[src/rtl/core/hed_pkg.sv]
// Shared types, character codes and the entity name table of the entity decoder.
package hed_pkg;

  // Sizing of the decoder.
  localparam int MAX_BODY_LEN  = 32;
  localparam int NAME_CHARS    = 7;
  localparam int TABLE_ENTRIES = 76;
  localparam int KEY_W         = NAME_CHARS * 8;
  localparam int CP_W          = 32;
  localparam int ADV_W         = 6;
  localparam int TCP_W         = 16;

  // Characters with a special meaning inside a reference.
  localparam logic [7:0] CH_NUL  = 8'h00;
  localparam logic [7:0] CH_SEMI = 8'h3B;
  localparam logic [7:0] CH_HASH = 8'h23;
  localparam logic [7:0] CH_X    = 8'h78;
  localparam logic [7:0] CH_0    = 8'h30;
  localparam logic [7:0] CH_9    = 8'h39;
  localparam logic [7:0] CH_LA   = 8'h61;
  localparam logic [7:0] CH_LF   = 8'h66;
  localparam logic [7:0] CH_UA   = 8'h41;
  localparam logic [7:0] CH_UF   = 8'h46;

  // Code point given back for a rejected reference, and the saturated value of the numeric parser.
  localparam logic [CP_W-1:0] CP_AMP = 32'h0000_0026;
  localparam logic [CP_W-1:0] CP_MAX = 32'hFFFF_FFFF;

  // Form of the reference body seen so far.
  typedef enum logic [2:0] {
    FORM_NONE = 3'd0,
    FORM_HASH = 3'd1,
    FORM_HEX  = 3'd2,
    FORM_DEC  = 3'd3,
    FORM_NAME = 3'd4
  } form_t;

  // Running state of the numeric parser.
  typedef struct packed {
    logic [CP_W-1:0] value;
    logic            saturated;
    logic            stopped;
  } num_state_t;

  // Outcome of a name table search.
  typedef struct packed {
    logic             hit;
    logic [TCP_W-1:0] code;
  } lookup_t;

  // Entity names, packed first character highest and right aligned.
  localparam logic [KEY_W-1:0] NAME_KEYS [TABLE_ENTRIES] = '{
    "Cfr", "Copf", "DD", "Escr", "Fscr", "Hfr", "Hopf", "Lscr",
    "Mscr", "Nopf", "Popf", "Qopf", "Ropf", "Rscr", "Zfr", "Zopf",
    "alefsym", "amp", "apos", "bernou", "beth", "cent", "check", "clubs",
    "commat", "copy", "copysr", "cross", "daleth", "dd", "diams", "ee",
    "ell", "escr", "euro", "female", "flat", "gimel", "gscr", "gt",
    "hamlit", "hearts", "ii", "iiota", "image", "incare", "lbbrk", "lscr",
    "lt", "male", "malt", "mho", "natural", "nbsp", "numero", "oscr",
    "para", "phone", "planck", "planckh", "pound", "quot", "rbbrk", "real",
    "reg", "rx", "sect", "sext", "sharp", "spades", "star", "starf",
    "sung", "trade", "weierp", "yen"
  };

  // Code points in the same order as the names.
  localparam logic [TCP_W-1:0] NAME_CODES [TABLE_ENTRIES] = '{
    16'h212D, 16'h2102, 16'h2145, 16'h2130, 16'h2131, 16'h210C, 16'h210D, 16'h2112,
    16'h2133, 16'h2115, 16'h2119, 16'h211A, 16'h211D, 16'h211B, 16'h2128, 16'h2124,
    16'h2135, 16'h0026, 16'h0027, 16'h212C, 16'h2136, 16'h00A2, 16'h2713, 16'h2663,
    16'h0040, 16'h00A9, 16'h2117, 16'h2717, 16'h2138, 16'h2146, 16'h2666, 16'h2147,
    16'h2113, 16'h212F, 16'h20AC, 16'h2640, 16'h266D, 16'h2137, 16'h210A, 16'h003E,
    16'h210B, 16'h2665, 16'h2148, 16'h2129, 16'h2111, 16'h2105, 16'h2772, 16'h2110,
    16'h003C, 16'h2642, 16'h2720, 16'h2127, 16'h266E, 16'h00A0, 16'h2116, 16'h2134,
    16'h00B6, 16'h260E, 16'h210F, 16'h210E, 16'h00A3, 16'h0022, 16'h2773, 16'h211C,
    16'h00AE, 16'h211E, 16'h00A7, 16'h2736, 16'h266F, 16'h2660, 16'h2606, 16'h2605,
    16'h266A, 16'h2122, 16'h2118, 16'h00A5
  };

endpackage

[src/rtl/core/html_entity_decoder.sv]
// Top level of the HTML character reference decoder.
//
//  Channel | Direction | Payload
//  --------+-----------+--------------------------------------------------
//  in_     | slave     | tdata[7:0] byte after the ampersand
//  out_    | master    | tdata code_point and advance, tuser accepted flag
//
// One byte is taken every cycle unless a stalled result holds the block; the byte
// that closes or rejects the reference passes the input register, then the result register.
// The per-byte work is one digit step of the numeric parser or one name shift,
// plus a parallel compare against the 76-entry name table at the ';'.
// Reset clears the input, parser and result valid state at once.
// A stalled result holds the block only when the next byte also makes a result.
module html_entity_decoder
  import hed_pkg::*;
(
  input  logic        clk,
  input  logic        rst_n,
  input  logic        in_tvalid,
  output logic        in_tready,
  input  logic [7:0]  in_tdata,   // [7:0] ch
  output logic        out_tvalid,
  input  logic        out_tready,
  output logic [39:0] out_tdata,  // [31:0] code_point, [37:32] advance, [39:38] zero
  output logic        out_tuser   // [0] accepted
);

  // Input register.
  logic       in_vld_r;
  logic [7:0] in_ch_r;

  // Parser state.
  logic [ADV_W-1:0] byte_count_r, byte_count_nxt;
  form_t            form_r, form_nxt;
  logic [KEY_W-1:0] name_key_r, name_key_nxt;
  logic             name_long_r, name_long_nxt;
  num_state_t       num_r, num_nxt, num_step;

  // Result register.
  logic             out_vld_r;
  logic [CP_W-1:0]  out_cp_r, out_cp_nxt;
  logic [ADV_W-1:0] out_adv_r, out_adv_nxt;
  logic             out_acc_r, out_acc_nxt;

  logic    is_nul, is_semi, body_full, emit, fire;
  lookup_t look;

  // Shared units.
  hed_numeric u_num (
    .ch  (in_ch_r),
    .hex (form_r == FORM_HEX),
    .cur (num_r),
    .nxt (num_step)
  );

  hed_lookup u_look (
    .key (name_key_r),
    .res (look)
  );

  // A byte moves on unless it makes a result that has nowhere to go.
  assign is_nul    = (in_ch_r == CH_NUL);
  assign is_semi   = (in_ch_r == CH_SEMI);
  assign body_full = (byte_count_r >= ADV_W'(MAX_BODY_LEN));
  assign emit      = is_nul || is_semi || body_full;
  assign fire      = in_vld_r && (!emit || !out_vld_r || out_tready);
  assign in_tready = !in_vld_r || fire;

  // Input register load.
  always_ff @(posedge clk) begin
    if (!rst_n) begin
      in_vld_r <= 1'b0;
    end else if (in_tready) begin
      in_vld_r <= in_tvalid;
    end
    if (in_tvalid && in_tready) begin
      in_ch_r <= in_tdata;
    end
  end

  // Next parser state and the result of the current byte.
  always_comb begin
    byte_count_nxt = byte_count_r;
    form_nxt       = form_r;
    name_key_nxt   = name_key_r;
    name_long_nxt  = name_long_r;
    num_nxt        = num_r;
    out_cp_nxt     = CP_AMP;
    out_adv_nxt    = ADV_W'(1);
    out_acc_nxt    = 1'b0;
    if (emit) begin
      // Every result returns the parser to its reset state.
      byte_count_nxt = '0;
      form_nxt       = FORM_NONE;
      name_key_nxt   = '0;
      name_long_nxt  = 1'b0;
      num_nxt        = '0;
      if (!is_nul && is_semi) begin
        unique case (form_r)
          FORM_HASH, FORM_HEX, FORM_DEC: begin
            out_cp_nxt  = num_r.value;
            out_adv_nxt = ADV_W'(byte_count_r + ADV_W'(2));
            out_acc_nxt = 1'b1;
          end
          FORM_NAME: begin
            if (!name_long_r && look.hit) begin
              out_cp_nxt  = {{(CP_W-TCP_W){1'b0}}, look.code};
              out_adv_nxt = ADV_W'(byte_count_r + ADV_W'(2));
              out_acc_nxt = 1'b1;
            end
          end
          default: begin
          end
        endcase
      end
    end else begin
      byte_count_nxt = ADV_W'(byte_count_r + ADV_W'(1));
      unique case (form_r)
        FORM_NONE, FORM_NAME: begin
          if (form_r == FORM_NONE && in_ch_r == CH_HASH) begin
            form_nxt = FORM_HASH;
          end else begin
            form_nxt = FORM_NAME;
            if (byte_count_r < ADV_W'(NAME_CHARS)) begin
              name_key_nxt = {name_key_r[KEY_W-9:0], in_ch_r};
            end else begin
              name_long_nxt = 1'b1;
            end
          end
        end
        FORM_HASH: begin
          if (in_ch_r == CH_X) begin
            form_nxt = FORM_HEX;
          end else begin
            form_nxt = FORM_DEC;
            num_nxt  = num_step;
          end
        end
        FORM_HEX, FORM_DEC: begin
          num_nxt = num_step;
        end
        default: begin
        end
      endcase
    end
  end

  // Parser state registers.
  always_ff @(posedge clk) begin
    if (!rst_n) begin
      byte_count_r <= '0;
      form_r       <= FORM_NONE;
      name_key_r   <= '0;
      name_long_r  <= 1'b0;
      num_r        <= '0;
    end else if (fire) begin
      byte_count_r <= byte_count_nxt;
      form_r       <= form_nxt;
      name_key_r   <= name_key_nxt;
      name_long_r  <= name_long_nxt;
      num_r        <= num_nxt;
    end
  end

  // Result register; a new result may replace one being taken this cycle.
  always_ff @(posedge clk) begin
    if (!rst_n) begin
      out_vld_r <= 1'b0;
    end else if (fire && emit) begin
      out_vld_r <= 1'b1;
    end else if (out_tready) begin
      out_vld_r <= 1'b0;
    end
    if (fire && emit) begin
      out_cp_r  <= out_cp_nxt;
      out_adv_r <= out_adv_nxt;
      out_acc_r <= out_acc_nxt;
    end
  end

  assign out_tvalid = out_vld_r;
  assign out_tdata  = {2'b00, out_adv_r, out_cp_r};
  assign out_tuser  = out_acc_r;

endmodule

[src/rtl/core/hed_numeric.sv]
// One digit step of the numeric parser: multiply by the base, add, saturate.
module hed_numeric
  import hed_pkg::*;
(
  input  logic       [7:0] ch,
  input  logic             hex,
  input  num_state_t       cur,
  output num_state_t       nxt
);

  logic [3:0]      dig;
  logic            dig_ok;
  logic [CP_W+3:0] prod;
  logic [CP_W+3:0] sum;

  // Digit decode; letters count only in hexadecimal.
  always_comb begin
    dig    = 4'd0;
    dig_ok = 1'b0;
    if (ch >= CH_0 && ch <= CH_9) begin
      dig    = 4'(ch - CH_0);
      dig_ok = 1'b1;
    end else if (hex && ch >= CH_LA && ch <= CH_LF) begin
      dig    = 4'(ch - CH_LA + 8'd10);
      dig_ok = 1'b1;
    end else if (hex && ch >= CH_UA && ch <= CH_UF) begin
      dig    = 4'(ch - CH_UA + 8'd10);
      dig_ok = 1'b1;
    end
  end

  // Times sixteen is a shift; times ten is eight plus two.
  always_comb begin
    if (hex) begin
      prod = {cur.value, 4'b0000};
    end else begin
      prod = {1'b0, cur.value, 3'b000} + {3'b000, cur.value, 1'b0};
    end
    sum = prod + {{CP_W{1'b0}}, dig};
  end

  // Accumulate until the first non-digit; hold once saturated.
  always_comb begin
    nxt = cur;
    if (!cur.stopped) begin
      if (!dig_ok) begin
        nxt.stopped = 1'b1;
      end else if (!cur.saturated) begin
        if (sum[CP_W+3:CP_W] != 4'd0) begin
          nxt.value     = CP_MAX;
          nxt.saturated = 1'b1;
        end else begin
          nxt.value = sum[CP_W-1:0];
        end
      end
    end
  end

endmodule

[src/rtl/core/hed_lookup.sv]
// Parallel search of the entity name table for the collected name.
module hed_lookup
  import hed_pkg::*;
(
  input  logic [KEY_W-1:0] key,
  output lookup_t          res
);

  // Every entry is compared at once; names are unique, the first hit wins.
  always_comb begin
    res = '0;
    for (int i = 0; i < TABLE_ENTRIES; i++) begin
      if (!res.hit && NAME_KEYS[i] == key) begin
        res.hit  = 1'b1;
        res.code = NAME_CODES[i];
      end
    end
  end

endmodule

[config.mk]
export PLATFORM = sky130hd
export DESIGN_NAME = html_entity_decoder
export DESIGN_NICKNAME = d
export VERILOG_FILES = /design/src/rtl/core/hed_pkg.sv /design/src/rtl/core/html_entity_decoder.sv /design/src/rtl/core/hed_numeric.sv /design/src/rtl/core/hed_lookup.sv
export SDC_FILE = /design/constraint.sdc
export NUM_CORES = 1
export LEC_CHECK = 0
export ABC_AREA = 0
export BUFFER_PORTS_ARGS = -buffer_cell sky130_fd_sc_hd__buf_2
export CAP_MARGIN = 20
export CORE_UTILIZATION = 35
export DETAILED_ROUTE_END_ITERATION = 6
export GPL_ROUTABILITY_DRIVEN = 0
export GPL_TIMING_DRIVEN = 0
export PLACE_DENSITY = 0.51
export SKIP_LAST_GASP = 1
export SYNTH_ARGS = -nofsm -noshare
export SYNTH_HDL_FRONTEND = slang
export SYNTH_HIERARCHICAL = 1
export SYNTH_SLANG_ARGS = --single-unit
[constraint.sdc]
create_clock -name clk -period 12.7 [get_ports clk]
set_input_delay 2.54 -clock clk [delete_from_list [all_inputs] [get_ports clk]]
set_output_delay 2.54 -clock clk [all_outputs]
set_load 0.03 [all_outputs]
* Yosys cells after proc, flatten, opt, wreduce, memory -nomap -nowiden *
Index checks and enable logic that the tools add are counted.

word-level totals
  bits in registers = 149
  latch bits = 0
  bits in writable memories = 0
  ROM bits = 0
  bits of input ports = 12
  output and inout port bits = 43
  memories = 0

cells by class
  $add $sub $neg = 9
  $mul = 0
  divide/modulo/power cells = 0
  order comparisons = 8
  equality and inequality tests = 86
  shift operators = 0
  multiplexer cells = 113
  bitwise gates (word level) = 0
  reduce and logical (&&, ||, !) cells = 187

operators by type and width
  cell                                                                              count
  31-bit by 56-bit equality test with 1-bit output, first input constant            32
  17-bit 2-to-1 mux                                                                 76
  39-bit by 56-bit equality test with 1-bit output, first input constant            14
  47-bit by 56-bit equality test with 1-bit output, first input constant            12
  23-bit by 56-bit equality test with 1-bit output, first input constant            8
  15-bit by 56-bit equality test with 1-bit output, first input constant            7
  56-bit 2-to-1 mux                                                                 4
  55-bit by 56-bit equality test with 1-bit output, first input constant            3
  34-bit 2-to-1 mux                                                                 3
  1-bit logical AND                                                                 86
  1-bit zero test                                                                   80
  34-bit case mux with 2 select lines                                               1
  33-bit 2-to-1 mux                                                                 2
  32-bit case mux with 2 select lines                                               1
  35-bit by 33-bit adder with 36-bit output                                         1
  36-bit by 4-bit adder with 36-bit output                                          1
  36-bit 2-to-1 mux                                                                 1
  32-bit 2-to-1 mux                                                                 1
  8-bit by 6-bit equality test with 1-bit output, second input constant             2
  8-bit by 7-bit >= comparator with 1-bit output, second input constant             2
  8-bit by 7-bit less-or-equal comparator with 1-bit output, second input constant  2
  16-bit 2-to-1 mux                                                                 1
  1-bit 2-to-1 mux                                                                  13
  4-bit 2-to-1 mux                                                                  3
  other kinds (30)                                                                  47

* Logic depth before layout (Yosys ltp) *
  depth in word-level cells = 230
  gate-level depth with buffers = 24

* Cells and area by module *
The synthesis kept the hierarchy.

by module, submodules not included
  module               times used  cells an instance  area each (um^2)  sequential area each (um^2)
  html_entity_decoder  1           556                5683.0            3453.3
  hed_numeric          1           647                4132.7            0.0
  hed_lookup           1           560                3638.5            0.0

* Worst setup path after synthesis *
Ideal clock, no wire load.

  kind = input port to output port
  from = in out_tready
  to = out in_tready
  arrival = 3.105 ns
  data required time = 10.160 ns
  setup slack = 7.055 ns
  stages on the path = 2
  path buffers = 0
  cells stage by stage = nor2b_1 nand3_1

between the ends
  word-level cells in the longest chain between the ends = 3

RTL lines
  element            line                       RTL
  from (decl)        html_entity_decoder.sv:23  input logic out_tready,
  1-bit logical OR   html_entity_decoder.sv:66  assign fire = in_vld_r && (!emit || !out_vld_r || out_tready);
  1-bit logical AND  html_entity_decoder.sv:66
  1-bit logical OR   html_entity_decoder.sv:67  assign in_tready = !in_vld_r || fire;
  to (decl)          html_entity_decoder.sv:20  output logic in_tready,

No other way between the ends.

==> impl_metrics.tcl <==
set metrics [dict create \
    ir_worst_vdd_uv 117 \
    cts_resized 0 \
    clk_latency_ns 0.45 \
    cp_cell_sequence "buf_2 -> nor3b_1 -> buf_2 -> buf_1 -> clkbuf_1 -> clkbuf_1 -> clkbuf_1 -> buf_1 -> nor2b_1 -> ha_1 -> nor2b_1 -> o22ai_1 -> nor2_1 -> nand4bb_1 -> inv_1 -> nand4_1 -> or4_1 -> a21boi_1 -> mux2_4 -> buf_6 -> a31oi_1 -> a22o_1" \
    synth.distinct_cells 107 \
    core.rowCount 71 \
    ys_ff_latch 149 \
    initial_core_util 0.356 \
    grt_pass1_wl_um 82500 \
    cts_tree "yes" \
    fillCellCount 3944 \
    synth_top_area_frac 0.152 \
    die_w_um 198 \
    cts_sinks 149 \
    crit_path_frequent_cell "clkbuf_1" \
    leakage_nw 5.34 \
    syn_to_final_growth_pct 11.8 \
    critPathArrivalTime_ns 8.10 \
    drive_gt1_frac 0.119 \
    synth_top_area_cell "dfxtp_1" \
    crit_slowest_cell "nor3b_1" \
    path_clk_slew_ns 0.07 \
    max_freq_mhz 129 \
    gr-total-overflow 0 \
    clockBufferDepth 2 \
    grt_pass1_vias 13948 \
    synth_area_per_cell_um2 7.63 \
    grt_max_degree 28 \
    drt-initial-drc-count 1886 \
    netlist_instances 1763 \
    finalSetupTns_ns 0 \
    swShare 0.262 \
    sequentialPowerShare 0.457 \
    p_sw_mw 0.288 \
    synth_ff_type "dfxtp_1" \
    antenna_found_initial 0 \
    worst_slew_pin_slew_ns 1.20 \
    crit_fanout 10 \
    num_vias 15065 \
    cts_root_buf "clkbuf_16" \
    startpoint_type "flip-flop" \
    ys_warn_count 6 \
    dp.cells 2331 \
    io-pin-count 55 \
    period_minus_slack_ns 7.77 \
    violations "design-rule violations" \
    hold_viol 0 \
    core_area_um2 37800 \
    rsz0062_at_grt "no" \
    wirelength_um 54200 \
    fin_nets 1896 \
    maxSlewHeadroom 0.196 \
    cts_max_level 4 \
    finalNonFillerCells 2366 \
    synth-edff-count 47 \
    min_path_type "flip-flop to flip-flop" \
    synth-async-reset-ratio 0 \
    detail-route-antenna-nets 0 \
    crit_path_end_kind "flip-flop" \
    power.density_nw_per_um2 73.0 \
    dp_hpwl_um 41600 \
    postLayoutCellArea_um2 15000 \
    diodes 0 \
    setup_viol 0 \
    die-area_um2 39200 \
    cts_hold_buf 0 \
    dr.pass1.iters 7 \
    post_cts_buffers 0 \
    p_total_mw 1.10 \
    grt_usage 0.274 \
    die_h_um 198 \
    crit_required_ns 13.03 \
    ys_seq_area_frac 0.257 \
    synth.most_common_cell "nand2_1" \
    drc 1 \
    synth_common_cells "nand2_1 (201), nor2_1 (138), a21oi_1 (119)" \
    drv_slew 0 \
    max_cap_viol_count 0 \
    cts_buffers 17 \
    pwr-share-comb 0.054 \
    vias_per_cell 6.37 \
    period_share 0.612 \
    outcome "complete, but fails checks" \
    clock_skew_ns 0.0190 \
    crit_type "flip-flop to flip-flop" \
    placed_cell_area_um2 14400 \
    synthTopCellsByArea "dfxtp_1 (15%), edfxtp_1 (10%), nand2_1 (5.6%), nand4_1 (4.5%), a21oi_1 (4.4%)" \
    synth_area_um2 13500 \
    place.port_buffers 51 \
    detail_route.wl_per_cell_um 22.9 \
    power.share.clock 0.489 \
    power.internal_mw 0.811 \
    critical_path.max_stage_delay_ns 0.81 \
]
## stage by stage
stage	util	worst slack [ns]	hold WS (ns)
finish	0.399	4.93	0.495
detailed placement	0.382	5.21	0.479
global placement	0.380	5.26	0.473
CTS	0.398	5.16	0.496
floorplan	-	7.05	0.438
global route	0.399	4.70	0.520
## power groups by stage
stage                     Sequential [mW]  Combinational, mW  Clock (mW)
after detailed placement            0.513             0.0575           0
final                               0.502             0.0590       0.538
after global routing                0.503             0.0646       0.566
after CTS                           0.502             0.0577       0.546
after global placement              0.513             0.0571           0
after floorplan                     0.510             0.0406           0
## critical path: cells and delay by family, from the launching register on
family	cells	cell delay, ns
buffers and inverters	9	3.65
and+or+nand+nor	7	2.43
AOI/OAI and AO/OA	4	0.68
adders and majority gates	1	0.35
DFF	1	0.30
muxes	1	0.24
## cell type report
class,count,area (um^2),share of cell area
clock buffers,17,425,0.0283
repair buffers,56,305,0.0203
plain buffers,131,643,0.0427
multi-input cells,1463,9300,0.618
flip-flops and latches,149,3450,0.230
clock inverters,15,188,0.0125
well taps,511,639,0.0425
inverters,24,90.1,0.00599
## layer usage
metal / wire, um / vias to the layer above / track usage
met5: 33 / - / 0
met4: 2340 / 2 / 0.115
met3: 4880 / 200 / 0.0637
met2: 22500 / 831 / 0.404
met1: 24400 / 7086 / 0.380
li1: - / 6946 / -
## cell usage in the layout, fill, tap and decap left out, types with 10 or more instances in the layout
cell / netlist / routed
and4b_1: 14 / 14
nor3b_1: 11 / 11
nand3_1: 67 / 67
o21ai_0: 98 / 98
clkbuf_16: 0 / 17
a21o_1: 10 / 10
or3_1: 11 / 11
nor4b_1: 15 / 13
nand4b_1: 14 / 14
xor2_1: 17 / 17
clkbuf_1: 63 / 63
inv_1: 24 / 24
edfxtp_1: 47 / 47
and4_1: 11 / 11
nor3_1: 59 / 59
xnor2_1: 14 / 14
o21a_1: 15 / 15
a211oi_1: 22 / 22
a22oi_1: 18 / 18
nor2b_1: 31 / 31
ha_1: 40 / 40
buf_2: 41 / 93
nor4bb_1: 21 / 21
or2_2: 12 / 12
nand2_1: 201 / 201
a31oi_1: 40 / 40
a22o_1: 38 / 38
nand2b_1: 11 / 11
and3_1: 23 / 23
a21oi_1: 119 / 119
nand4_1: 96 / 96
and2_1: 25 / 25
nor4_1: 66 / 66
buf_4: 14 / 15
nor2_1: 138 / 137
o211ai_1: 17 / 17
dfxtp_1: 102 / 102
## flip-flops by register name, indices dropped and copies added, names as in the netlist
register      flops
num_r            34
out_adv_r         6
out_tuser         1
out_cp_r         32
out_tvalid        1
in_vld_r          1
form_r            3
in_ch_r           8
byte_count_r      6
name_long_r       1
name_key_r       56
## cells by family (layout without fill, tap and decap cells)
logic type | after synthesis | after routing | synth area share
AND/OR/NAND/NOR | 901 | 901 | 0.386
AO/OA/AOI/OAI | 473 | 473 | 0.234
buffers and inverters | 155 | 243 | 0.0545
flip-flops | 149 | 149 | 0.257
adder cells (fa/ha/maj) | 42 | 42 | 0.0402
XOR/XNOR | 31 | 31 | 0.0202
multiplexers | 10 | 10 | 0.00781
other | 2 | 6 | 0.000558
## final timing paths
path	start	endpoint	slack [ns]	cells past startpoint
min	num_r[0]	num_r[0]	0.50	1
min reg2reg	num_r[0]	num_r[0]	0.50	1
max reg2reg	form_r[2]	num_r[14]	4.93	22
max	form_r[2]	num_r[14]	4.93	22
(Power assumes the default switching activity.)
